`src/sv/anchored_random_gain_envelope_top_macros.svh`:
```
// assertion macros shared by the envelope block
`ifndef ANCHORED_RANDOM_GAIN_ENVELOPE_TOP_MACROS_SVH
`define ANCHORED_RANDOM_GAIN_ENVELOPE_TOP_MACROS_SVH

// same-cycle implication, checked on clk_i outside reset
`define ARGE_ASSERT_NOW(lbl, ante, cons, msg) \
  lbl: assert property (@(posedge clk_i) disable iff (!rst_ni) (ante) |-> (cons)) \
    else $error(msg);

// next-cycle implication, checked on clk_i outside reset
`define ARGE_ASSERT_NEXT(lbl, ante, cons, msg) \
  lbl: assert property (@(posedge clk_i) disable iff (!rst_ni) (ante) |=> (cons)) \
    else $error(msg);

`endif

```
`src/sv/arge_ram.sv`:
```
// generic single-write, single-read ram with registered read
`default_nettype none
module arge_ram #(
  parameter int WIDTH = 16,
  parameter int DEPTH = 64
) (
  input  wire logic                     clk_i,
  input  wire logic                     we_i,
  input  wire logic [$clog2(DEPTH)-1:0] waddr_i,
  input  wire logic [WIDTH-1:0]         wdata_i,
  input  wire logic [$clog2(DEPTH)-1:0] raddr_i,
  output logic      [WIDTH-1:0]         rdata_o
);

  logic [WIDTH-1:0] mem_q [DEPTH];

  // write port
  always_ff @(posedge clk_i) begin
    if (we_i) begin
      mem_q[waddr_i] <= wdata_i;
    end
  end

  // registered read port
  always_ff @(posedge clk_i) begin
    rdata_o <= mem_q[raddr_i];
  end

endmodule
`default_nettype wire

```
`config.mk`:
```
export PLATFORM = sky130hd
export DESIGN_NAME = arge_ram
export DESIGN_NICKNAME = d
export VERILOG_FILES = /design/src/sv/anchored_random_gain_envelope_top_macros.svh /design/src/sv/arge_ram.sv
export SDC_FILE = /design/constraint.sdc
export NUM_CORES = 1
export LEC_CHECK = 0
export ABC_AREA = 1
export BUFFER_PORTS_ARGS = -buffer_cell sky130_fd_sc_hd__buf_2
export CORE_ASPECT_RATIO = 2
export CORE_MARGIN = 4
export CORE_UTILIZATION = 48
export CTS_CLUSTER_DIAMETER = 80
export CTS_CLUSTER_SIZE = 12
export DETAILED_ROUTE_END_ITERATION = 16
export SYNTH_ARGS = -nofsm -noshare
export SYNTH_HDL_FRONTEND = slang
export SYNTH_SLANG_ARGS = --single-unit
```
`constraint.sdc`:
```
create_clock -name clk_i -period 7.8 [get_ports clk_i]
set_input_delay 0.39 -clock clk_i [delete_from_list [all_inputs] [get_ports clk_i]]
set_output_delay 0.39 -clock clk_i [all_outputs]
set_load 0.01 [all_outputs]
```
==> results of run 1 <==
## power breakdown
part / leakage [nW] / internal (mW) / switching, mW
combinational: 5.75 / 0.165 / 0.587
sequential: 9.35 / 6.19 / 0.0251
clock: 1.29 / 2.33 / 1.95
## synth_stat cells, drive strengths merged
| master | count | share of area [%] |
|---|---|---|
| clkbuf | 26 | 0.23 |
| nand4 | 9 | 0.13 |
| nor4 | 8 | 0.12 |
| inv | 12 | 0.12 |
| nand2 | 1296 | 12 |
| edfxtp | 1024 | 73 |
| buf | 199 | 3.2 |
| nor2 | 56 | 0.50 |
| dfxtp | 16 | 0.76 |
| nand3 | 871 | 10 |
## per-stage QoR
stage                     worst slack (ns)  utilization [%]  std cells
after floorplan                      4.856                -       3517
after global placement               4.293            49.76       4599
after detailed placement             4.281            49.76       4599
after CTS                            4.994            52.84       4741
after global routing                 4.808            52.84       4741
final                                4.883            52.85       4744
## cells by family (layout without fill, tap and decap cells)
family,Yosys count,after routing
buf+inv,237,299
flops,1040,1040
other cells,0,3
simple gates,2240,2240
## path summary, 6_finish.rpt
| path | slack [ns] | end |
|---|---|---|
| worst max register to register | 6.28 | rdata_o[0] |
| worst max-delay path | 4.88 | rdata_o[5] |
| worst min register to register | 0.80 | rdata_o[8] |
| worst min-delay path | 0.20 | rdata_o[3] |
## cell usage in the layout (no fill, tap or decap), drive strengths merged
| master | Yosys | layout |
|---|---|---|
| nand3 | 871 | 871 |
| clkbuf | 26 | 138 |
| bufinv | 0 | 1 |
| nor4 | 8 | 8 |
| nand4 | 9 | 9 |
| edfxtp | 1024 | 1024 |
| nor2 | 56 | 56 |
| diode | 0 | 3 |
| dfxtp | 16 | 16 |
| buf | 199 | 145 |
| inv | 12 | 15 |
| nand2 | 1296 | 1296 |
## area by class of cell
cell class	instances	area share (%)
Antenna cell	3	0.01634
Clock buffer	138	5.712
Timing Repair Buffer	145	2.283
Sequential cell	1040	67.64
Multi-Input combinational cell	2240	20.90
Tap cell	1162	3.165
Inverter	12	0.1553
Clock inverter	4	0.1226
## layer usage
layer | track usage (%) | vias to the layer above | wire length (um)
met3 | 3.552 | 219 | 8200
met5 | 0 | - | 0
met4 | 13.39 | 0 | 7079
li1 | - | 12370 | -
met2 | 45.25 | 1136 | 62570
met1 | 30.99 | 13540 | 43250
## flip-flops by register name, indices dropped and copies added, names as in the netlist
register,count
mem_q,1024
rdata_o,16
## worst register-to-register path, delay by kind of cell (launching register included)
kind	cells	cell delay [ns]
AND/OR/NAND/NOR	8	1.04
flip-flops	1	0.37
==> results.ini, run 1 <==
[clock_tree]
cts_max_level = 3
cts.path.max_buffers = 3
ctsHoldBuffers = 0
cts_setup_buffers = 0
cts_resized = 0
clkTransAtPathRegs_ns = 0.06
cts_tree = built
cts_buffers = 96
cts_root_buf = clkbuf_16
cts.sinks = 1040
clk_latency_ns = 0.69

[pwr]
power_per_cell_area_nw_per_um2 = 245.0
total_power_mw = 11.25
p_leak_nw = 16.40
peakVddDrop_uv = 152.9

[global_route]
overflow = 0
grt.total_usage_pct = 25.80
grt_pass1_wl_um = 174600
antenna_found_initial = 3
grt_pass1_vias = 25790
grt_max_degree = 216

[die]
die-area_um2 = 92790
initial_utilization_pct = 48.44
rows = 153
die_height_um = 426.8
core_um2 = 86910
die_w_um = 217.4
ios = 46

[synthesis]
ys_types = 16
synthAdderAreaFrac_pct = 0
netlist_instances = 3517
avgSynthCellArea_um2 = 11.97
ys_seq_area_share_pct = 73.80
ys_ff_latch = 1040
synth_xor_area_share_pct = 0
syn-cell-area_um2 = 42100
muxShareOfSynthArea_pct = 0
ys.warnings.count = 0
synth-simple-area-share_pct = 22.66
synth_top_family_by_area = simple AND/OR/NAND/NOR gates
synth_compound_area_share_pct = 0
synth_nets = 3547

[routing]
dr.pass1.iters = 6
viasPerCell = 5.746
vias = 27260
drc = 0
ant_nets = 0
drt-total-wl_um = 121100
wl_per_cell_um = 25.53
drt_iter0_markers = 2722

[job]
cap_violations = 0

[sta]
fmax_mhz = 342.9
rsz0062_at_grt = false
fin_setup_tns_ns = 0
skew_ns = 0.02856
finalHoldViolCount = 0
setup_viol = 0
whs_ns = 0.1951
final_max_slew_viol_count = 0
tightest_slew_ns = 1.108
min_period_ns = 2.917
slew_headroom_pct = 26.08
period_share_pct = 37.39

[min_path]
min_from = raddr_i[5]
hold_path_depth = 3
holdCritPathClass = in2reg

[worst_setup_path]
worst_setup_path_end_kind = flip-flop
cp_data_arrival_time_ns = 3.54
worst-path-stages = 11
worst_path_dominant_cell_family = buffers and inverters
cpPeakStageDelay_ns = 0.75
rr_worst_depth = 8
worstSetupPathType = in2reg
crit_buf_inv = 3
cp-startpoint = raddr_i[0]
cp.required_ns = 8.43
reg2reg_from = mem_q[56][0]
slowest_stage = buf_4
worstPathCellList = buf_8, buf_4, buf_4, nand2_1, nand3_1, nand3_1, nand2_1, nand2_1, nand3_1, nand3_1, nand2_1
crit_fanout = 84
cp-start-kind = input port

[finish]
final_cell_area_um2 = 45930
area_growth_pct = 9.103
fillerInstances = 7416
fin_nets = 3565
multi_input_area_um2 = 9600
drive_gt1_share_pct = 7.376
seq_area_um2 = 31070

[status]
status = completed

[placed_design]
dpl_cell_area_um2 = 43240
dp_hpwl_um = 67150
port_buffers = 45
place.gp.congestion = 0.8825

Power figures use the tool's default switching activity.
==> run 2: changes to the inputs <==
- clock period: 7.8 -> 3 ns (I/O delays scaled with it)
==> run 2 against run 1 <==
Net effect: register-to-register slack worse by 5.0 ns; clock power rose to 2.6 times the previous value; first-iteration DRC count grew 9.1%; routed wire length increased by 5.8%; global-route usage increased by 1.7 points; critical path type unchanged.
==> results.ini, run 2 (synthesis gave the netlist of run 1 again) <==
[status]
status = completed

[sta]
rsz0062_at_grt = false
skew_ns = 0.02477  ; -0.003794 ns
final_max_slew_viol_count = 0  ; unchanged
tightest_slew_ns = 1.380  ; +0.2722 ns
finalHoldViolCount = 0  ; unchanged
min_period_ns = 1.729
fmax_mhz = 578.4
setup_viol = 0  ; unchanged
fin_setup_tns_ns = 0  ; unchanged
slew_headroom_pct = 8.015  ; -18 points
period_share_pct = 57.63

[die]
initial_utilization_pct = 48.44  ; unchanged
core_um2 = 86910  ; unchanged
ios = 46  ; unchanged
die_w_um = 217.4  ; unchanged
die_height_um = 426.8  ; unchanged
die-area_um2 = 92790  ; unchanged
rows = 153  ; unchanged

[routing]
drc = 0  ; unchanged
dr.pass1.iters = 6  ; unchanged
ant_nets = 0  ; unchanged
wl_per_cell_um = 26.67  ; +4.5%
drt-total-wl_um = 128100  ; +5.8%
drt_iter0_markers = 2971  ; +9.1%
vias = 27730  ; +1.7%
viasPerCell = 5.773  ; +0.47%

[worst_setup_path]
rrSetupSlack_ns = 1.33  ; -4.95 ns
cp-start-kind = input port
cp.required_ns = 3.62  ; -4.81 ns
cp_data_arrival_time_ns = 2.35  ; -1.19 ns
crit_fanout = 107  ; +27%
worst_setup_path_end_kind = flip-flop
worstSetupPathType = in2reg

[clock_tree]
cts_max_level = 3  ; unchanged
cts_buffers = 96  ; unchanged
clk_latency_ns = 0.69  ; about the same
clkTransAtPathRegs_ns = 0.06  ; about the same
cts_tree = built
cts_resized = 0  ; unchanged
cts.sinks = 1040  ; unchanged
ctsHoldBuffers = 7  ; +7
cts.path.max_buffers = 3  ; unchanged
cts_setup_buffers = 0  ; unchanged
cts_root_buf = clkbuf_16

[global_route]
antenna_found_initial = 4  ; +1
grt.total_usage_pct = 27.52  ; +1.7 points
grt_max_degree = 129  ; -40%
grt_pass1_wl_um = 185000  ; +6.0%
overflow = 0  ; unchanged
grt_pass1_vias = 27120  ; +5.2%

[pwr]
total_power_mw = 29.46  ; +160%
p_leak_nw = 16.77  ; +2.3%
power_per_cell_area_nw_per_um2 = 632.0  ; +160%
peakVddDrop_uv = 429.2  ; +180%

[finish]
fin_nets = 3626  ; +1.7%
seq_area_um2 = 31070  ; unchanged
final_cell_area_um2 = 46610  ; +1.5%
multi_input_area_um2 = 9600  ; unchanged
fillerInstances = 7461  ; +0.61%
fin_util_pct = 53.63  ; +0.78 points
reg.largest.list = mem_q: 1024 flops, rdata_o: 16 flops
area_growth_pct = 10.72
final_common_cell = nand2_1
top_register = mem_q
largest_reg_flops = 1024  ; unchanged
drive_gt1_share_pct = 8.741  ; +1.4 points
layout_common_cells = 1296 x nand2_1, 1024 x edfxtp_1, 871 x nand3_1

[job]
cap_violations = 0  ; unchanged

[placed_design]
place.gp.congestion = 0.9073  ; +2.8%
dp_hpwl_um = 80080  ; +19%
port_buffers = 45  ; unchanged
dpl_cell_area_um2 = 43840  ; +1.4%

[min_path]
holdCritPathClass = in2reg

[run 2: cell count changes in the layout (fill, tap and decap cells not counted)]
cell / previous run / this run
buf_4: 97 / 136
buf_12: 4 / 19
dlygate4sd3_1: 0 / 7
clkbuf_1: 39 / 37
inv_6: 3 / 1
clkbuf_16: 99 / 100
clkinv_8: 0 / 1
[run 2: worst paths after layout]
| path | end | start | depth (start not counted) |
|---|---|---|---|
| worst max-delay path | rdata_o[6] | raddr_i[0] | 11 |
| worst min-delay path | mem_q[0][7] | wdata_i[7] | 1 |
| worst max register to register | rdata_o[2] | mem_q[62][2] | 8 |
| worst min register to register | rdata_o[9] | mem_q[16][9] | 8 |
[run 2: critical path, cell delays in order]
cell and delay, ns:
buf_8 0.16, inv_16 0.25, buf_12 0.34, nand2_1 0.09, nand3_1 0.11, nand3_1 0.18
nand2_1 0.19, nand2_1 0.08, nand3_1 0.13, nand3_1 0.20, nand2_1 0.14
[run 2: routing by layer]
| metal | track usage (%) | up-vias | routed length, um | part of all wire, % |
|---|---|---|---|---|
| met5 | 0 | - | 12 | 0.0094 |
| met3 | 4.065 | 266 | 8054 | 6.3 |
| met1 | 31.28 | 13830 | 44070 | 34 |
| met2 | 49.44 | 1127 | 67590 | 53 |
| li1 | - | 12510 | - | - |
| met4 | 15.42 | 2 | 8349 | 6.5 |
[run 2: layout make-up]
class	instances	area share, %
antenna	3	0.01611
clock buffer	137	5.667
clock inverter	3	0.1181
inverter	12	0.1530
multi-input combinational	2240	20.60
sequential	1040	66.66
tap	1162	3.119
timing repair buffer	206	3.672
[run 2: power by group]
group          switching, mW  internal [mW]
Combinational           1.62          0.488
Clock                   5.10           6.11
Sequential            0.0625           16.1
Total                   6.78           22.7
[run 2: stage by stage]
| step | cells | setup WS (ns) | hold WS (ns) |
|---|---|---|---|
| floorplan | 3517 | 0.2959 | 0.2489 |
| global placement | 4653 | 0.6149 | 0.4134 |
| detailed placement | 4653 | 0.6218 | 0.4267 |
| CTS | 4800 | 1.349 | 0.03388 |
| global route | 4800 | 1.228 | 0.04687 |
| finish | 4803 | 1.271 | 0.04910 |
