==> src/sv/anchored_random_gain_envelope_top_macros.svh <==
// assertion macros shared by the envelope block
`ifndef ANCHORED_RANDOM_GAIN_ENVELOPE_TOP_MACROS_SVH
`define ANCHORED_RANDOM_GAIN_ENVELOPE_TOP_MACROS_SVH

// same-cycle implication, checked on clk_i outside reset
`define ARGE_ASSERT_NOW(lbl, ante, cons, msg) \
  lbl: assert property (@(posedge clk_i) disable iff (!rst_ni) (ante) |-> (cons)) \
    else $error(msg);

// next-cycle implication, checked on clk_i outside reset
`define ARGE_ASSERT_NEXT(lbl, ante, cons, msg) \
  lbl: assert property (@(posedge clk_i) disable iff (!rst_ni) (ante) |=> (cons)) \
    else $error(msg);

`endif

==> src/sv/arge_pkg.sv <==
// shared types and constants of the gain envelope block
`default_nettype none
package arge_pkg;

  localparam int SAMPLE_WIDTH    = 24;
  localparam int CTRL_WIDTH      = 16;
  localparam int CFG_INDEX_WIDTH = 2;
  localparam int CFG_DATA_WIDTH  = 17;
  localparam int DEPTH_WIDTH     = 17;

  localparam int DEF_MAX_CONTROL_POINTS = 64;
  localparam int DEF_MAX_SAMPLES        = 65536;

  // opcodes
  localparam logic OP_CONTROL = 1'b0;
  localparam logic OP_SAMPLE  = 1'b1;

  // register indexes
  localparam logic [CFG_INDEX_WIDTH-1:0] CFG_SAMPLE_COUNT   = 2'd0;
  localparam logic [CFG_INDEX_WIDTH-1:0] CFG_CONTROL_COUNT  = 2'd1;
  localparam logic [CFG_INDEX_WIDTH-1:0] CFG_ENVELOPE_DEPTH = 2'd2;

  localparam logic [DEPTH_WIDTH-1:0] DEPTH_ONE = 17'd65536;

  typedef struct packed {
    logic                           opcode;
    logic signed [CTRL_WIDTH-1:0]   control_value;
    logic signed [SAMPLE_WIDTH-1:0] sample_in;
  } in_item_t;

  typedef struct packed {
    logic signed [SAMPLE_WIDTH-1:0] sample_out;
    logic                           end_of_buffer;
  } out_item_t;

endpackage
`default_nettype wire

==> src/sv/arge_front.sv <==
// front end: takes requests, stores control points, queues sample jobs
`default_nettype none
module arge_front #(
  parameter int MAX_CONTROL_POINTS = 64,
  parameter int MAX_SAMPLES        = 65536
) (
  input  wire logic                                   clk_i,
  input  wire logic                                   rst_ni,
  input  wire logic                                   push_i,
  input  wire arge_pkg::in_item_t                     item_i,
  output logic                                        full_o,
  input  wire logic [$clog2(MAX_SAMPLES)-1:0]         last_i,
  input  wire logic                                   busy_i,
  input  wire logic                                   job_pop_i,
  output logic                                        job_valid_o,
  output logic signed [arge_pkg::SAMPLE_WIDTH-1:0]    job_sample_o,
  output logic [$clog2(MAX_SAMPLES)-1:0]              job_index_o,
  output logic                                        job_end_o,
  output logic                                        we_o,
  output logic [$clog2(MAX_CONTROL_POINTS)-1:0]       waddr_o,
  output logic [arge_pkg::CTRL_WIDTH-1:0]             wdata_o
);
  import arge_pkg::*;

  localparam int IW = $clog2(MAX_SAMPLES);
  localparam int AW = $clog2(MAX_CONTROL_POINTS);

  logic          accept;
  logic          acc_ctrl, acc_smp;
  logic          end_flag;
  logic [IW-1:0] idx_eff;
  logic [IW-1:0] six_q, six_d;
  logic [AW:0]   wix_q, wix_d;
  logic          pend_q, pend_d;
  logic [AW-1:0] paddr_q;
  logic [CTRL_WIDTH-1:0] pdata_q;
  logic          wr_fire;

  logic signed [SAMPLE_WIDTH-1:0] qs_q [2];
  logic [IW-1:0]                  qi_q [2];
  logic                           qe_q [2];
  logic       wp_q, rp_q;
  logic [1:0] cnt_q, cnt_d;

  assign full_o   = pend_q || (cnt_q == 2'd2);
  assign accept   = push_i && !full_o;
  assign acc_ctrl = accept && (item_i.opcode == OP_CONTROL);
  assign acc_smp  = accept && (item_i.opcode == OP_SAMPLE);

  // position within the buffer
  assign end_flag = six_q >= last_i;
  assign idx_eff  = end_flag ? last_i : six_q;

  // store write waits until no sample is in flight
  assign wr_fire = pend_q && !busy_i && (cnt_q == 2'd0);
  assign we_o    = wr_fire;
  assign waddr_o = paddr_q;
  assign wdata_o = pdata_q;

  // counters and pending write
  always_comb begin
    six_d  = six_q;
    wix_d  = wix_q;
    pend_d = pend_q && !wr_fire;
    if (acc_ctrl && (wix_q < (AW+1)'(MAX_CONTROL_POINTS))) begin
      pend_d = 1'b1;
      wix_d  = wix_q + (AW+1)'(1);
    end
    if (acc_smp) begin
      if (end_flag) begin
        six_d = '0;
        wix_d = '0;
      end else begin
        six_d = six_q + IW'(1);
      end
    end
  end

  // job queue occupancy
  always_comb begin
    cnt_d = cnt_q;
    if (acc_smp && !job_pop_i) begin
      cnt_d = cnt_q + 2'd1;
    end else if (!acc_smp && job_pop_i) begin
      cnt_d = cnt_q - 2'd1;
    end
  end

  always_ff @(posedge clk_i or negedge rst_ni) begin
    if (!rst_ni) begin
      six_q  <= '0;
      wix_q  <= '0;
      pend_q <= 1'b0;
      wp_q   <= 1'b0;
      rp_q   <= 1'b0;
      cnt_q  <= '0;
    end else begin
      six_q  <= six_d;
      wix_q  <= wix_d;
      pend_q <= pend_d;
      cnt_q  <= cnt_d;
      if (acc_smp) begin
        wp_q <= !wp_q;
      end
      if (job_pop_i) begin
        rp_q <= !rp_q;
      end
    end
  end

  // payload registers
  always_ff @(posedge clk_i) begin
    if (acc_ctrl) begin
      paddr_q <= wix_q[AW-1:0];
      pdata_q <= item_i.control_value;
    end
    if (acc_smp) begin
      qs_q[wp_q] <= item_i.sample_in;
      qi_q[wp_q] <= idx_eff;
      qe_q[wp_q] <= end_flag;
    end
  end

  assign job_valid_o  = cnt_q != 2'd0;
  assign job_sample_o = qs_q[rp_q];
  assign job_index_o  = qi_q[rp_q];
  assign job_end_o    = qe_q[rp_q];

endmodule
`default_nettype wire

==> config.mk <==
export PLATFORM = sky130hd
export DESIGN_NAME = arge_front
export DESIGN_NICKNAME = d
export VERILOG_FILES = /design/src/sv/anchored_random_gain_envelope_top_macros.svh /design/src/sv/arge_pkg.sv /design/src/sv/arge_front.sv
export SDC_FILE = /design/constraint.sdc
export NUM_CORES = 1
export LEC_CHECK = 0
export BUFFER_PORTS_ARGS = -buffer_cell sky130_fd_sc_hd__buf_2
export CORE_AREA = 2 2 110 112
export CTS_BUF_LIST = sky130_fd_sc_hd__clkbuf_8
export DETAILED_ROUTE_END_ITERATION = 7
export DIE_AREA = 0 0 112 114
export PLACE_DENSITY = 0.82
export SETUP_SLACK_MARGIN = 0.3
export SLEW_MARGIN = 20
export SYNTH_ARGS = -nofsm -noshare
export SYNTH_HDL_FRONTEND = slang
export SYNTH_SLANG_ARGS = --single-unit
==> constraint.sdc <==
create_clock -name clk_i -period 3.41 [get_ports clk_i]
set_clock_uncertainty 0.15 [all_clocks]
set_input_delay 0.682 -clock clk_i [delete_from_list [all_inputs] [get_ports clk_i]]
set_output_delay 0.682 -clock clk_i [all_outputs]
set_load 0.01 [all_outputs]
==> report_table.html, run 1 <==
<table>
<tr><th>Metric</th><th>Value</th></tr>
<tr><th colspan="2">Timing</th></tr>
<tr><td>Total negative slack</td><td>0 ns</td></tr>
<tr><td>Share of the clock period used by the worst path after layout</td><td>around 80%</td></tr>
<tr><td>Setup repair after global routing missed its margin</td><td>no</td></tr>
<tr><td>Total count of hold-check failures in the final report</td><td>0</td></tr>
<tr><td>Min cycle time layout</td><td>between 2 and 3 ns</td></tr>
<tr><td>Final setup viols</td><td>0</td></tr>
<tr><td>Hold WS</td><td>0.1342 ns</td></tr>
<tr><td>Worst setup slack after layout</td><td>roughly 0.68 ns</td></tr>
<tr><td>Slew of the pin with the lowest slew margin</td><td>around 0.84 ns</td></tr>
<tr><td>Max_slew headroom</td><td>between 40 and 50%</td></tr>
<tr><td>Final max-slew violation count</td><td>0</td></tr>
<tr><td>Maximum clock rate</td><td>about 370 MHz</td></tr>
<tr><th colspan="2">Worst setup path</th></tr>
<tr><td>Critical path arrival</td><td>~1.9 ns</td></tr>
<tr><td>Worst path max stage delay</td><td>0.73 ns</td></tr>
<tr><td>Startpoint class of the critical path</td><td>flop</td></tr>
<tr><td>Largest delay share family, worst path</td><td>flip-flops</td></tr>
<tr><td>Startpoint-to-endpoint class of the critical path</td><td>reg2out</td></tr>
<tr><td>Required time of the worst setup path</td><td>roughly 2.6 ns</td></tr>
<tr><td>Library cell contributing the largest single delay on the critical path</td><td>sky130_fd_sc_hd__dfrtp_2</td></tr>
<tr><td>Cells along the critical path</td><td>buf_12 &gt; mux2_2 &gt; buf_2</td></tr>
<tr><td>Crit path max fanout</td><td>22</td></tr>
<tr><td>Worst setup EP type</td><td>output pin</td></tr>
<tr><td>Count of buffering cells on the critical path with inverters included</td><td>2</td></tr>
<tr><th colspan="2">Logic synthesis</th></tr>
<tr><td>Count of unique library cells instantiated by Yosys</td><td>46</td></tr>
<tr><td>Number of nets produced by synthesis</td><td>455</td></tr>
<tr><td>Mean post-synth cell area</td><td>about 15 um^2</td></tr>
<tr><td>Count of mapped cells out of synthesis</td><td>roughly 370</td></tr>
<tr><td>Seq cells post-synth</td><td>around 130</td></tr>
<tr><td>Mapped cell area</td><td>~5800 um^2</td></tr>
<tr><td>Sequential share of the synthesized area</td><td>approximately 66%</td></tr>
<tr><td>Synth Warn #</td><td>0</td></tr>
<tr><th colspan="2">CTS</th></tr>
<tr><td>H-Tree Level Count</td><td>4</td></tr>
<tr><td>Clock network latency to the later pin of the worst-skew pair</td><td>about 0.42 ns</td></tr>
<tr><td>Inserted Clock Buffers</td><td>17</td></tr>
<tr><td>Post-CTS resize count</td><td>0</td></tr>
<tr><td>Post-CTS setup buffer count</td><td>0</td></tr>
<tr><td>Hold-fix buffer count after cts</td><td>0</td></tr>
<tr><td>Reg clk slew, reported paths</td><td>~0.080 ns</td></tr>
<tr><td>Buffer cell driving the clock tree root</td><td>sky130_fd_sc_hd__clkbuf_8</td></tr>
<tr><td># clock sinks</td><td>132</td></tr>
<tr><td>TritonCTS clock tree</td><td>yes</td></tr>
<tr><td>Worst-case clock buffer depth</td><td>2</td></tr>
<tr><th colspan="2">Placement</th></tr>
<tr><td>Setup WS pre-CTS</td><td>around 0.32 ns</td></tr>
<tr><td>HPWL after DPL</td><td>between 7000 and 8000 um</td></tr>
<tr><td>Number of buffers added on ports</td><td>roughly 130</td></tr>
<tr><td>Placer congestion estimate</td><td>around 0.85</td></tr>
<tr><th colspan="2">Power</th></tr>
<tr><td>Switching power summed over all nets</td><td>about 1.3 mW</td></tr>
<tr><td>Cell area power density</td><td>about 650 nW/um^2</td></tr>
<tr><td>Switch share</td><td>28.80%</td></tr>
<tr><td>Internal Power</td><td>around 3.3 mW</td></tr>
<tr><td>Static Leakage</td><td>roughly 2.9 nW</td></tr>
<tr><td>Sequential fraction of design power</td><td>around 46%</td></tr>
<tr><td>Portion of total power attributed to the clock network</td><td>between 20 and 30%</td></tr>
<tr><td>Peak ir drop on the vdd network</td><td>0.3238 mV</td></tr>
<tr><td>Combinational group share of total power</td><td>24.1%</td></tr>
<tr><th colspan="2">GRT</th></tr>
<tr><td>Largest net degree at the start of global routing</td><td>42</td></tr>
<tr><td>Grt total ovfl</td><td>0</td></tr>
<tr><td>First-pass GRT wire length</td><td>approximately 18000 um</td></tr>
<tr><td>Via count of the first global-routing pass</td><td>between 3k and 4k</td></tr>
<tr><td>Overall Global Routing Usage</td><td>around 18%</td></tr>
<tr><td>Antenna violations before repair</td><td>1</td></tr>
<tr><th colspan="2">Final layout</th></tr>
<tr><td>Area growth, synth to finish</td><td>22.03%</td></tr>
<tr><td>Total number of nets in the final design</td><td>about 600</td></tr>
<tr><td>Post-layout utilization of the core</td><td>between 60% and 70%</td></tr>
<tr><td>Fraction of layout cells with a size suffix above 1</td><td>between 40% and 50%</td></tr>
<tr><td>Fill count</td><td>approximately 890</td></tr>
<tr><th colspan="2">Floorplanning</th></tr>
<tr><td>Effective utilization at floorplan</td><td>49.32%</td></tr>
<tr><td>Standard-cell row count</td><td>40</td></tr>
<tr><td>Overall die height</td><td>between 100 and 150 um</td></tr>
<tr><td>Number of ports placed on the die boundary</td><td>128</td></tr>
<tr><td>X dimension of the die</td><td>112 um</td></tr>
<tr><td>Die area</td><td>around 13000 um^2</td></tr>
<tr><td>Core area</td><td>between 10000 and 15000 um^2</td></tr>
<tr><th colspan="2">Drt</th></tr>
<tr><td>Drt initial violations</td><td>267</td></tr>
<tr><td>Routed wirelength normalized by instance count</td><td>about 17 um</td></tr>
<tr><td>Remaining antenna violation count after routing</td><td>0</td></tr>
<tr><td>Detail-routed via count per cell</td><td>around 5.3</td></tr>
<tr><td>Count of TritonRoute iterations in the first routing pass</td><td>4</td></tr>
<tr><td>Count of vias placed by the detailed router</td><td>3564</td></tr>
<tr><td>Wire length after detailed routing</td><td>roughly 11000 um</td></tr>
<tr><td># DRC</td><td>0</td></tr>
<tr><th colspan="2">Hold path</th></tr>
<tr><td>Worst hold-check path type</td><td>in2async</td></tr>
<tr><th colspan="2">Status</th></tr>
<tr><td>Outcome</td><td>finished clean</td></tr>
<tr><th colspan="2">Flow run</th></tr>
<tr><td>Maximum capacitance violations</td><td>0</td></tr>
</table>
[cell usage after synthesis (all sizes together)]
| library cell | n | area (um^2) |
|---|---|---|
| a21oi | 19 | 117.6 |
| o2111ai | 1 | 8.760 |
| a22oi | 2 | 25.02 |
| nor4 | 2 | 12.51 |
| nor3 | 7 | 40.04 |
| and2 | 4 | 25.03 |
| o221ai | 3 | 26.28 |
| nor2 | 5 | 18.77 |
| a21o | 3 | 22.52 |
| dfrtp | 28 | 700.7 |
| nand3 | 6 | 30.03 |
| inv | 24 | 90.09 |
| and3 | 2 | 12.51 |
| edfxtp | 104 | 3123 |
| buf | 5 | 53.79 |
| and4 | 2 | 17.52 |
| nand2b | 2 | 12.51 |
| nand4 | 10 | 62.56 |
| o21ai | 7 | 38.79 |
| xor2 | 10 | 87.58 |
| nand2 | 19 | 71.32 |
| a2111o | 1 | 11.26 |
| o211ai | 4 | 35.03 |
| a221o | 1 | 10.01 |
| nor3b | 2 | 15.01 |
| mux2 | 55 | 671.9 |
| or3 | 1 | 6.260 |
| or4 | 1 | 7.510 |
| o22ai | 1 | 6.260 |
| nor2b | 2 | 12.51 |
| or2 | 1 | 6.260 |
| o31ai | 1 | 7.510 |
| clkbuf | 9 | 33.78 |
| xnor2 | 7 | 61.31 |
| mux2i | 3 | 30.03 |
| ha | 19 | 237.7 |
| a221oi | 1 | 26.28 |
[metal layers]
layer	wire [um]	part of all wire, %	vias up	GRT usage (%)
met5	0	0	-	0
met4	114	1.0	0	6.504
met3	462	4.0	8	4.463
met2	6118	54	95	32.08
met1	4720	41	1774	20.93
li1	-	-	1687	-
[final cells by class]
class,count,area (um^2),share of cell area [%]
Clock buffer,17,234.0,3.320
Multi-Input combinational cell,204,1790,25.40
Sequential cell,132,3825,54.27
Clock inverter,15,188.9,2.681
Antenna cell,1,2.502,0.03551
Tap cell,147,183.9,2.610
Timing Repair Buffer,135,733.2,10.40
Inverter,24,90.09,1.278
[cell usage in the layout, fill, tap and decap left out, drive strengths merged, types with 2 or more instances in the layout]
cell    netlist  routed
buf           5     135
edfxtp      104     104
mux2         55      55
dfrtp        28      28
inv          24      24
nand2        19      19
ha           19      19
a21oi        19      19
clkbuf        9      17
nand4        10      10
xor2         10      10
clkinv        0      10
xnor2         7       7
nor3          7       7
o21ai         7       7
nand3         6       6
nor2          5       5
bufinv        0       4
o211ai        4       4
and2          4       4
a21o          3       3
mux2i         3       3
o221ai        3       3
nand2b        2       2
and4          2       2
nor4          2       2
nor3b         2       2
and3          2       2
a22oi         2       2
nor2b         2       2
[worst paths after layout]
path / start / to / slack (ns) / cells past startpoint
min: rst_ni / cnt_q[1] / 0.13 / 1
min in group clk_i: item_i[33] / wdata_o[9] / 0.28 / 1
max in group asynchronous: rst_ni / rp_q / 2.52 / 1
max reg2reg: six_q[9] / qi_q[0][1] / 0.69 / 7
max: rp_q / job_sample_o[7] / 0.68 / 3
min reg2reg: cnt_q[1] / cnt_q[1] / 0.35 / 1
[registers in the layout (all words and copies together) (netlist names)]
signal   count
qe_q         2
wp_q         1
qs_q        48
rp_q         1
wix_q        7
cnt_q        2
six_q       16
pend_q       1
waddr_o      6
wdata_o     16
qi_q        32
[metrics by stage]
stage | instance area (um^2) | cells | power (mW)
final | 7048 | 675 | 4.605
after global routing | 7048 | 675 | 4.826
after CTS | 7046 | 674 | 4.640
after detailed placement | 6623 | 642 | 3.269
after global placement | 6623 | 642 | 3.215
after floorplan | 5778 | 374 | 2.829
[power groups by stage]
stage | logic, mW | registers (mW) | clock network, mW
finish | 1.11 | 2.12 | 1.37
detailed placement | 1.11 | 2.16 | 0
CTS | 1.12 | 2.12 | 1.39
global placement | 1.07 | 2.14 | 0
floorplan | 0.744 | 2.09 | 0
global route | 1.21 | 2.15 | 1.47
[cell families (layout without fill, tap and decap cells)]
| kind of cell | count (synthesis) | count (layout) | share of synthesized area [%] |
|---|---|---|---|
| compound gates | 44 | 44 | 5.806 |
| xor+xnor | 17 | 17 | 2.578 |
| fa+ha+maj | 19 | 19 | 4.116 |
| buf+inv | 38 | 191 | 3.076 |
| flops | 132 | 132 | 66.20 |
| mux | 58 | 58 | 12.15 |
| other cells | 0 | 1 | 0 |
| simple gates | 66 | 66 | 6.066 |
Note: power is estimated with default switching activity, not from simulation.
==> run 2: changes to the inputs <==
--- a/config.mk
+++ b/config.mk
@@ -6,11 +6,11 @@
 export NUM_CORES = 1
 export LEC_CHECK = 0
 export BUFFER_PORTS_ARGS = -buffer_cell sky130_fd_sc_hd__buf_2
-export CORE_AREA = 2 2 110 112
+export CORE_AREA = 2 2 105 107
 export CTS_BUF_LIST = sky130_fd_sc_hd__clkbuf_8
 export DETAILED_ROUTE_END_ITERATION = 7
-export DIE_AREA = 0 0 112 114
-export PLACE_DENSITY = 0.82
+export DIE_AREA = 0 0 107 109
+export PLACE_DENSITY = 0.86
 export SETUP_SLACK_MARGIN = 0.3
 export SLEW_MARGIN = 20
 export SYNTH_ARGS = -nofsm -noshare
==> constraint.sdc (replaced) <==
create_clock -name clk_i -period 2.7 [get_ports clk_i]
set_clock_uncertainty 0.15 [all_clocks]
set_input_delay 0.54 -clock clk_i [delete_from_list [all_inputs] [get_ports clk_i]]
set_output_delay 0.54 -clock clk_i [all_outputs]
set_load 0.01 [all_outputs]
==> run 2 against run 1 <==
Against the previous run: sequential cell count unchanged; clock-buffer cell count unchanged; via count increased by 12%; die area fell by 8.7%; register-to-register slack worse by 0.66 ns; critical endpoint is now qi_q[1][15]; largest cell class unchanged; largest power group unchanged.
==> report_table.html, run 2 (synthesis gave the netlist of run 1 again) <==
<table>
<tr><th>Metric</th><th>Value</th></tr>
<tr><th colspan="2">Worst setup path</th></tr>
<tr><td>Startpoint-to-endpoint class of the critical path</td><td>reg2reg (was reg2out)</td></tr>
<tr><td>Largest delay share family, worst path</td><td>compound AO/OA/AOI/OAI gates (was flip-flops)</td></tr>
<tr><td>CP Depth</td><td>7 (was 3)</td></tr>
<tr><td>Library cell contributing the largest single delay on the critical path</td><td>sky130_fd_sc_hd__dfrtp_1 (was sky130_fd_sc_hd__dfrtp_2)</td></tr>
<tr><td>Critical path arrival</td><td>2.70 ns (was 1.90 ns)</td></tr>
<tr><td>Worst path max stage delay</td><td>0.42 ns (was 0.73 ns)</td></tr>
<tr><td>Count of buffering cells on the critical path with inverters included</td><td>1 (was 2)</td></tr>
<tr><td>Crit path max fanout</td><td>5 (was 22)</td></tr>
<tr><td>Cells along the critical path</td><td>ha_4 &gt; and2_4 &gt; a221o_1 &gt; a221oi_4 &gt; o21ai_4 &gt; clkbuf_16 &gt; mux2_4 (was buf_12 &gt; mux2_2 &gt; buf_2)</td></tr>
<tr><td>Startpoint class of the critical path</td><td>flop (unchanged)</td></tr>
<tr><td>Worst r2r path cells</td><td>7 (unchanged)</td></tr>
<tr><td>Required time of the worst setup path</td><td>2.73 ns (was 2.58 ns)</td></tr>
<tr><td>Worst setup EP type</td><td>flop (was output pin)</td></tr>
<tr><th colspan="2">Floorplanning</th></tr>
<tr><td>Effective utilization at floorplan</td><td>54.47% (was 49.32%)</td></tr>
<tr><td>Overall die height</td><td>109 um (was 114 um)</td></tr>
<tr><td>X dimension of the die</td><td>107 um (was 112 um)</td></tr>
<tr><td>Core area</td><td>10600 um^2 (was 11710 um^2)</td></tr>
<tr><td>Standard-cell row count</td><td>38 (was 40)</td></tr>
<tr><td>Die area</td><td>11660 um^2 (was 12770 um^2)</td></tr>
<tr><td>Number of ports placed on the die boundary</td><td>128 (unchanged)</td></tr>
<tr><th colspan="2">Final layout</th></tr>
<tr><td>Max FFs per register</td><td>48 (unchanged)</td></tr>
<tr><td>Total number of nets in the final design</td><td>636 (was 595)</td></tr>
<tr><td>Most frequent cells in the layout</td><td>127 x sky130_fd_sc_hd__buf_2, 104 x sky130_fd_sc_hd__edfxtp_1, 41 x sky130_fd_sc_hd__mux2_2, 36 x sky130_fd_sc_hd__buf_4, 27 x sky130_fd_sc_hd__dfrtp_1 (was 127 x sky130_fd_sc_hd__buf_2, 104 x sky130_fd_sc_hd__edfxtp_1, 41 x sky130_fd_sc_hd__mux2_2, 27 x sky130_fd_sc_hd__dfrtp_1, 24 x sky130_fd_sc_hd__inv_1)</td></tr>
<tr><td>Post-route insts no fill</td><td>709 (was 675)</td></tr>
<tr><td>Registers with the most flip-flops</td><td>qs_q (48), qi_q (32) (unchanged)</td></tr>
<tr><td>Most common cell after layout, fill and taps aside</td><td>sky130_fd_sc_hd__buf_2 (unchanged)</td></tr>
<tr><td>Fraction of layout cells with a size suffix above 1</td><td>51.76% (was 44.59%)</td></tr>
<tr><td>Area growth, synth to finish</td><td>31.61% (was 22.03%)</td></tr>
<tr><td>Post-layout utilization of the core</td><td>71.69% (was 60.18%)</td></tr>
<tr><td>Most flops, register</td><td>qs_q (unchanged)</td></tr>
<tr><th colspan="2">Drt</th></tr>
<tr><td>Count of vias placed by the detailed router</td><td>3991 (was 3564)</td></tr>
<tr><td># DRC</td><td>0 (unchanged)</td></tr>
<tr><td>Count of TritonRoute iterations in the first routing pass</td><td>7 (was 4)</td></tr>
<tr><td>Remaining antenna violation count after routing</td><td>0 (unchanged)</td></tr>
<tr><td>Detail-routed via count per cell</td><td>5.629 (was 5.280)</td></tr>
<tr><td>Drt initial violations</td><td>358 (was 267)</td></tr>
<tr><td>Wire length after detailed routing</td><td>14130 um (was 11410 um)</td></tr>
<tr><td>Routed wirelength normalized by instance count</td><td>19.93 um (was 16.91 um)</td></tr>
<tr><th colspan="2">Placement</th></tr>
<tr><td>Number of buffers added on ports</td><td>127 (unchanged)</td></tr>
<tr><td>HPWL after DPL</td><td>8467 um (was 7884 um)</td></tr>
<tr><td>Placer congestion estimate</td><td>0.8587 (was 0.8527)</td></tr>
<tr><td>Number of placed cells counting well taps</td><td>659 (was 642)</td></tr>
<tr><th colspan="2">Timing</th></tr>
<tr><td>Maximum clock rate</td><td>~370 MHz</td></tr>
<tr><td>Final max-slew violation count</td><td>0 (unchanged)</td></tr>
<tr><td>Hold WS</td><td>0.1224 ns (was 0.1342 ns)</td></tr>
<tr><td>Min cycle time layout</td><td>2.672 ns</td></tr>
<tr><td>Final setup viols</td><td>0 (unchanged)</td></tr>
<tr><td>Total count of hold-check failures in the final report</td><td>0 (unchanged)</td></tr>
<tr><td>Slew of the pin with the lowest slew margin</td><td>0.6746 ns (was 0.8388 ns)</td></tr>
<tr><td>Max_slew headroom</td><td>55.03% (was 44.02%)</td></tr>
<tr><td>Share of the clock period used by the worst path after layout</td><td>98.95%</td></tr>
<tr><td>Setup repair after global routing missed its margin</td><td>yes (was no)</td></tr>
<tr><th colspan="2">GRT</th></tr>
<tr><td>Busiest grt layer</td><td>met2 (unchanged)</td></tr>
<tr><td>Overall Global Routing Usage</td><td>23.99% (was 17.87%)</td></tr>
<tr><td>Grt total ovfl</td><td>0 (unchanged)</td></tr>
<tr><td>Grt met3 use</td><td>5.858% (was 4.463%)</td></tr>
<tr><td>Via count of the first global-routing pass</td><td>3937 (was 3639)</td></tr>
<tr><td>First-pass GRT wire length</td><td>20530 um (was 17730 um)</td></tr>
<tr><td>Largest net degree at the start of global routing</td><td>42 (unchanged)</td></tr>
<tr><td>Met1 capacity usage during global routing</td><td>28.08% (was 20.93%)</td></tr>
<tr><td>Antenna violations before repair</td><td>1 (unchanged)</td></tr>
<tr><td>Routing usage on met2</td><td>42.17% (was 32.08%)</td></tr>
<tr><th colspan="2">CTS</th></tr>
<tr><td># clock sinks</td><td>132 (unchanged)</td></tr>
<tr><td>H-Tree Level Count</td><td>4 (unchanged)</td></tr>
<tr><td>TritonCTS clock tree</td><td>yes (unchanged)</td></tr>
<tr><td>Inserted Clock Buffers</td><td>17 (unchanged)</td></tr>
<tr><td>Worst-case clock buffer depth</td><td>2 (unchanged)</td></tr>
<tr><td>Buffer cell driving the clock tree root</td><td>sky130_fd_sc_hd__clkbuf_8 (unchanged)</td></tr>
<tr><td>Clock network latency to the later pin of the worst-skew pair</td><td>0.44 ns (was 0.42 ns)</td></tr>
<tr><td>Reg clk slew, reported paths</td><td>0.08 ns (about the same)</td></tr>
<tr><th colspan="2">Power</th></tr>
<tr><td>Peak ir drop on the vdd network</td><td>0.4571 mV (was 0.3238 mV)</td></tr>
<tr><td>Static Leakage</td><td>3.140 nW (was 2.887 nW)</td></tr>
<tr><td>Cell area power density</td><td>815.7 nW/um^2 (was 653.4 nW/um^2)</td></tr>
<tr><th colspan="2">Status</th></tr>
<tr><td>Outcome</td><td>finished clean (unchanged)</td></tr>
<tr><th colspan="2">Hold path</th></tr>
<tr><td>Worst hold-check path type</td><td>in2reg (was in2async)</td></tr>
<tr><td>Cell depth of the worst hold path</td><td>1</td></tr>
<tr><th colspan="2">Flow run</th></tr>
<tr><td>Maximum capacitance violations</td><td>0 (unchanged)</td></tr>
</table>
## run 2: cell types whose count changed in the layout (fill, tap and decap cells not counted), moves of 3 or more
cell,delta
sky130_fd_sc_hd__clkinv_2,-3
sky130_fd_sc_hd__clkinv_1,-3
sky130_fd_sc_hd__a21oi_1,-9
sky130_fd_sc_hd__ha_4,+3
sky130_fd_sc_hd__a21oi_2,+8
sky130_fd_sc_hd__ha_1,-3
sky130_fd_sc_hd__buf_6,+3
sky130_fd_sc_hd__buf_4,+31
## run 2: layer usage
layer	routed length, um	vias up
li1	-	1767
met1	5245	1979
met2	7498	203
met3	917	42
met4	467	0
met5	0	-
## run 2: report_power, final
group	internal, mW	total (mW)	switching [mW]
logic	0.767	1.63	0.860
registers	2.48	2.62	0.146
clock network	1.19	1.95	0.765
## run 2: worst reg2reg max path, stage by stage (launching register included)
cell	delay (ns)
sky130_fd_sc_hd__dfrtp_1	0.42
sky130_fd_sc_hd__ha_4	0.26
sky130_fd_sc_hd__and2_4	0.17
sky130_fd_sc_hd__a221o_1	0.38
sky130_fd_sc_hd__a221oi_4	0.37
sky130_fd_sc_hd__o21ai_4	0.17
sky130_fd_sc_hd__clkbuf_16	0.20
sky130_fd_sc_hd__mux2_4	0.31
## run 2: area by class of cell
type	count	area, um^2
timing repair buffer	176	1132
tap	140	175.2
sequential	132	3827
antenna	1	2.502
multi-input combinational	204	1887
inverter	24	102.6
clock inverter	15	240.2
clock buffer	17	234.0
fill	619	3002
## run 2: path summary, 6_finish.rpt
path | endpoint | startpoint | slack (ns)
setup reg to reg | qi_q[1][15] | six_q[11] | 0.03
hold reg to reg | cnt_q[1] | cnt_q[1] | 0.34
hold / removal | wdata_o[9] | item_i[33] | 0.12
max in group asynchronous | rp_q | rst_ni | 1.37
setup / recovery | qi_q[1][15] | six_q[11] | 0.03
min in group asynchronous | wix_q[6] | rst_ni | 0.54
## run 2: repair_timing
| item | in CTS | in global routing |
|---|---|---|
| resized for setup | 13 | 9 |
| hold buffers | 1 | 0 |
| setup buffers | 8 | 6 |
| pin swaps | 16 | 11 |
| endpoints found under the hold margin | 1 | 0 |
| gates cloned | 1 | 1 |
| setup endpoints to repair | 86 | 55 |
## run 2: through the flow
stage / setup TNS (ns) / power [mW] / instance area (um^2) / setup WS, ns
2_1_floorplan: 0 / 3.580 / 5838 / 0.1300
3_3_place_gp: -2.890 / 4.102 / 6848 / -0.08463
3_5_place_dp: -7.151 / 4.166 / 6848 / -0.1803
4_1_cts: 0 / 6.162 / 7497 / 0.1425
5_1_grt: 0 / 6.432 / 7601 / 0.003624
6_report: 0 / 6.200 / 7601 / 0.02846
==> run 3: changes to the inputs <==
--- a/config.mk
+++ b/config.mk
@@ -11,7 +11,9 @@
 export DETAILED_ROUTE_END_ITERATION = 7
 export DIE_AREA = 0 0 107 109
 export PLACE_DENSITY = 0.86
+export RECOVER_POWER = 100
 export SETUP_SLACK_MARGIN = 0.3
+export SKIP_CTS_REPAIR_TIMING = 1
 export SLEW_MARGIN = 20
 export SYNTH_ARGS = -nofsm -noshare
 export SYNTH_HDL_FRONTEND = slang
==> run 3 against run 2 <==
Against the previous run: the flow now finishes with violations (max-capacitance violations, max-slew violations, negative setup slack); worst setup slack got worse by 0.030 ns; non-clock buffer count stayed put; largest cell class unchanged; first-iteration DRC count is 8.4% lower; total power fell by 0.65%; worst hold slack improved by 0.0039 ns; die area unchanged.
==> report_table.html, run 3 (synthesis gave the netlist of run 1 again) <==
<table>
<tr><th>Metric</th><th>Value</th></tr>
<tr><th colspan="2">Status</th></tr>
<tr><td>Outcome</td><td>complete, but fails checks (was finished clean)</td></tr>
<tr><td>Violated checks</td><td>max-capacitance violations, max-slew violations, negative setup slack</td></tr>
<tr><th colspan="2">GRT</th></tr>
<tr><td>Met1 capacity usage during global routing</td><td>25.06% (was 28.08%)</td></tr>
<tr><td>Grt total ovfl</td><td>0 (unchanged)</td></tr>
<tr><td>Antenna violations before repair</td><td>1 (unchanged)</td></tr>
<tr><td>First-pass GRT wire length</td><td>18830 um (was 20530 um)</td></tr>
<tr><td>Largest net degree at the start of global routing</td><td>42 (unchanged)</td></tr>
<tr><td>Overall Global Routing Usage</td><td>21.63% (was 23.99%)</td></tr>
<tr><td>Routing usage on met2</td><td>38.08% (was 42.17%)</td></tr>
<tr><td>Grt met3 use</td><td>5.858% (unchanged)</td></tr>
<tr><td>Via count of the first global-routing pass</td><td>3809 (was 3937)</td></tr>
<tr><td>Busiest grt layer</td><td>met2 (unchanged)</td></tr>
<tr><th colspan="2">Timing</th></tr>
<tr><td>Min cycle time layout</td><td>2.701 ns (was 2.672 ns)</td></tr>
<tr><td>Slew of the pin with the lowest slew margin</td><td>1.620 ns (was 0.6746 ns)</td></tr>
<tr><td>Final setup viols</td><td>3 (was 0)</td></tr>
<tr><td>Maximum clock rate</td><td>370.2 MHz (was 374.3 MHz)</td></tr>
<tr><td>Setup repair after global routing missed its margin</td><td>yes (unchanged)</td></tr>
<tr><td>Worst setup slack after layout</td><td>-0.001278 ns (was 0.02846 ns)</td></tr>
<tr><td>Share of the clock period used by the worst path after layout</td><td>100.0% (was 98.95%)</td></tr>
<tr><td>Total count of hold-check failures in the final report</td><td>0 (unchanged)</td></tr>
<tr><td>Final max-slew violation count</td><td>29 (was 0)</td></tr>
<tr><td>Max_slew headroom</td><td>-7.991% (was 55.03%)</td></tr>
<tr><th colspan="2">CTS</th></tr>
<tr><td>H-Tree Level Count</td><td>4 (unchanged)</td></tr>
<tr><td># clock sinks</td><td>132 (unchanged)</td></tr>
<tr><td>Clock network latency to the later pin of the worst-skew pair</td><td>0.43 ns (was 0.44 ns)</td></tr>
<tr><td>Worst-case clock buffer depth</td><td>2 (unchanged)</td></tr>
<tr><td>Reg clk slew, reported paths</td><td>0.09 ns (was 0.08 ns)</td></tr>
<tr><td>Buffer cell driving the clock tree root</td><td>sky130_fd_sc_hd__clkbuf_8 (unchanged)</td></tr>
<tr><td>Inserted Clock Buffers</td><td>17 (unchanged)</td></tr>
<tr><td>TritonCTS clock tree</td><td>yes (unchanged)</td></tr>
<tr><th colspan="2">Final layout</th></tr>
<tr><td>Max FFs per register</td><td>48 (unchanged)</td></tr>
<tr><td>Fraction of layout cells with a size suffix above 1</td><td>41.55% (was 51.76%)</td></tr>
<tr><td>Total number of nets in the final design</td><td>636 (unchanged)</td></tr>
<tr><td>Post-layout instance area</td><td>7417 um^2 (was 7601 um^2)</td></tr>
<tr><td>Registers with the most flip-flops</td><td>qs_q (48), qi_q (32) (unchanged)</td></tr>
<tr><td>Most flops, register</td><td>qs_q (unchanged)</td></tr>
<tr><td>Most common cell after layout, fill and taps aside</td><td>sky130_fd_sc_hd__edfxtp_1 (was sky130_fd_sc_hd__buf_2)</td></tr>
<tr><td>Area growth, synth to finish</td><td>28.42% (was 31.61%)</td></tr>
<tr><td>Most frequent cells in the layout</td><td>104 x sky130_fd_sc_hd__edfxtp_1, 82 x sky130_fd_sc_hd__buf_2, 49 x sky130_fd_sc_hd__clkbuf_1, 41 x sky130_fd_sc_hd__mux2_2, 34 x sky130_fd_sc_hd__buf_4 (was 127 x sky130_fd_sc_hd__buf_2, 104 x sky130_fd_sc_hd__edfxtp_1, 41 x sky130_fd_sc_hd__mux2_2, 36 x sky130_fd_sc_hd__buf_4, 27 x sky130_fd_sc_hd__dfrtp_1)</td></tr>
<tr><td>Post-layout utilization of the core</td><td>69.96% (was 71.69%)</td></tr>
<tr><th colspan="2">Floorplanning</th></tr>
<tr><td>Core area</td><td>10600 um^2 (unchanged)</td></tr>
<tr><td>X dimension of the die</td><td>107 um (unchanged)</td></tr>
<tr><td>Overall die height</td><td>109 um (unchanged)</td></tr>
<tr><td>Number of ports placed on the die boundary</td><td>128 (unchanged)</td></tr>
<tr><td>Die area</td><td>11660 um^2 (unchanged)</td></tr>
<tr><td>Standard-cell row count</td><td>38 (unchanged)</td></tr>
<tr><td>Effective utilization at floorplan</td><td>54.47% (unchanged)</td></tr>
<tr><th colspan="2">Drt</th></tr>
<tr><td>Wire length after detailed routing</td><td>13570 um (was 14130 um)</td></tr>
<tr><td>Drt initial violations</td><td>328 (was 358)</td></tr>
<tr><td>Detail-routed via count per cell</td><td>5.484 (was 5.629)</td></tr>
<tr><td>Count of vias placed by the detailed router</td><td>3888 (was 3991)</td></tr>
<tr><td>Remaining antenna violation count after routing</td><td>0 (unchanged)</td></tr>
<tr><td># DRC</td><td>0 (unchanged)</td></tr>
<tr><td>Routed wirelength normalized by instance count</td><td>19.14 um (was 19.93 um)</td></tr>
<tr><td>Count of TritonRoute iterations in the first routing pass</td><td>5 (was 7)</td></tr>
<tr><th colspan="2">Worst setup path</th></tr>
<tr><td>Worst setup EP type</td><td>flop (unchanged)</td></tr>
<tr><td>Startpoint-to-endpoint class of the critical path</td><td>reg2reg (unchanged)</td></tr>
<tr><td>Crit. Startpoint</td><td>six_q[9] (was six_q[11])</td></tr>
<tr><td>Crit path max fanout</td><td>7 (was 5)</td></tr>
<tr><td>Startpoint class of the critical path</td><td>flop (unchanged)</td></tr>
<tr><td>Critical path arrival</td><td>2.72 ns (was 2.70 ns)</td></tr>
<tr><td>Critical register-to-register path startpoint</td><td>six_q[9] (was six_q[11])</td></tr>
<tr><td>Required time of the worst setup path</td><td>2.72 ns (was 2.73 ns)</td></tr>
<tr><th colspan="2">Placement</th></tr>
<tr><td>HPWL after DPL</td><td>8467 um (unchanged)</td></tr>
<tr><td>Number of buffers added on ports</td><td>127 (unchanged)</td></tr>
<tr><td>Placed cell areas</td><td>6848 um^2 (unchanged)</td></tr>
<tr><td>Placer congestion estimate</td><td>0.8587 (unchanged)</td></tr>
<tr><th colspan="2">Hold path</th></tr>
<tr><td>Worst hold-check path type</td><td>in2reg (unchanged)</td></tr>
<tr><td>Hold path start</td><td>item_i[39] (was item_i[33])</td></tr>
<tr><th colspan="2">Power</th></tr>
<tr><td>Final total power</td><td>6.159 mW (was 6.200 mW)</td></tr>
<tr><td>Peak ir drop on the vdd network</td><td>0.4177 mV (was 0.4571 mV)</td></tr>
<tr><td>Static Leakage</td><td>2.991 nW (was 3.140 nW)</td></tr>
<tr><td>Cell area power density</td><td>830.4 nW/um^2 (was 815.7 nW/um^2)</td></tr>
<tr><th colspan="2">Flow run</th></tr>
<tr><td>Maximum capacitance violations</td><td>1 (was 0)</td></tr>
</table>
-- run 3: path summary, 6_finish.rpt --
| kind | end | slack, ns | cells after the start |
|---|---|---|---|
| max | qi_q[0][6] | -0.001 | 7 |
| min in group asynchronous | wix_q[4] | 0.36 | 1 |
| min reg2reg | cnt_q[1] | 0.34 | 1 |
| max reg2reg | qi_q[0][6] | -0.001 | 7 |
| max in group asynchronous | six_q[8] | 1.09 | 1 |
| min | wdata_o[15] | 0.13 | 1 |
-- run 3: worst max-delay path: stages (launching register included) --
cell and delay [ns]:
sky130_fd_sc_hd__dfrtp_1 0.42, sky130_fd_sc_hd__ha_4 0.23, sky130_fd_sc_hd__a21o_1 0.18, sky130_fd_sc_hd__a221o_1 0.40, sky130_fd_sc_hd__a221oi_4 0.35, sky130_fd_sc_hd__o21ai_4 0.20
sky130_fd_sc_hd__clkbuf_16 0.21, sky130_fd_sc_hd__mux2_4 0.30
-- run 3: area by class of cell --
| cell class | count | area, um^2 |
|---|---|---|
| diodes | 1 | 2.502 |
| multi-input cells | 204 | 1853 |
| fillers | 668 | 3186 |
| clock buffers | 17 | 234.0 |
| clock inverters | 15 | 240.2 |
| well taps | 140 | 175.2 |
| flip-flops and latches | 132 | 3824 |
| inverters | 24 | 102.6 |
| repair buffers | 176 | 985.9 |
-- run 3: per-layer routing --
layer / share of wire [%] / wire length, um
met2: 53 / 7180
met3: 7.0 / 948
met5: 0 / 0
met1: 38 / 5165
met4: 2.0 / 278
-- run 3: metrics by stage --
stage | worst slack, ns | cells | hold slack, ns | setup TNS (ns)
finish | -0.001278 | 709 | 0.1263 | -0.003408
global route | -0.06719 | 709 | 0.1149 | -1.167
CTS | 0.02501 | 691 | -0.00005607 | 0
detailed placement | -0.1803 | 659 | 0.3290 | -7.151
global placement | -0.08463 | 659 | 0.3232 | -2.890
floorplan | 0.1300 | 374 | 0.09441 | 0
-- run 3: power by group --
| part | total (mW) | internal (mW) | switching, mW |
|---|---|---|---|
| Sequential | 2.63 | 2.47 | 0.157 |
| Combinational | 1.57 | 0.735 | 0.836 |
| Clock | 1.96 | 1.19 | 0.774 |
| Total | 6.16 | 4.39 | 1.77 |
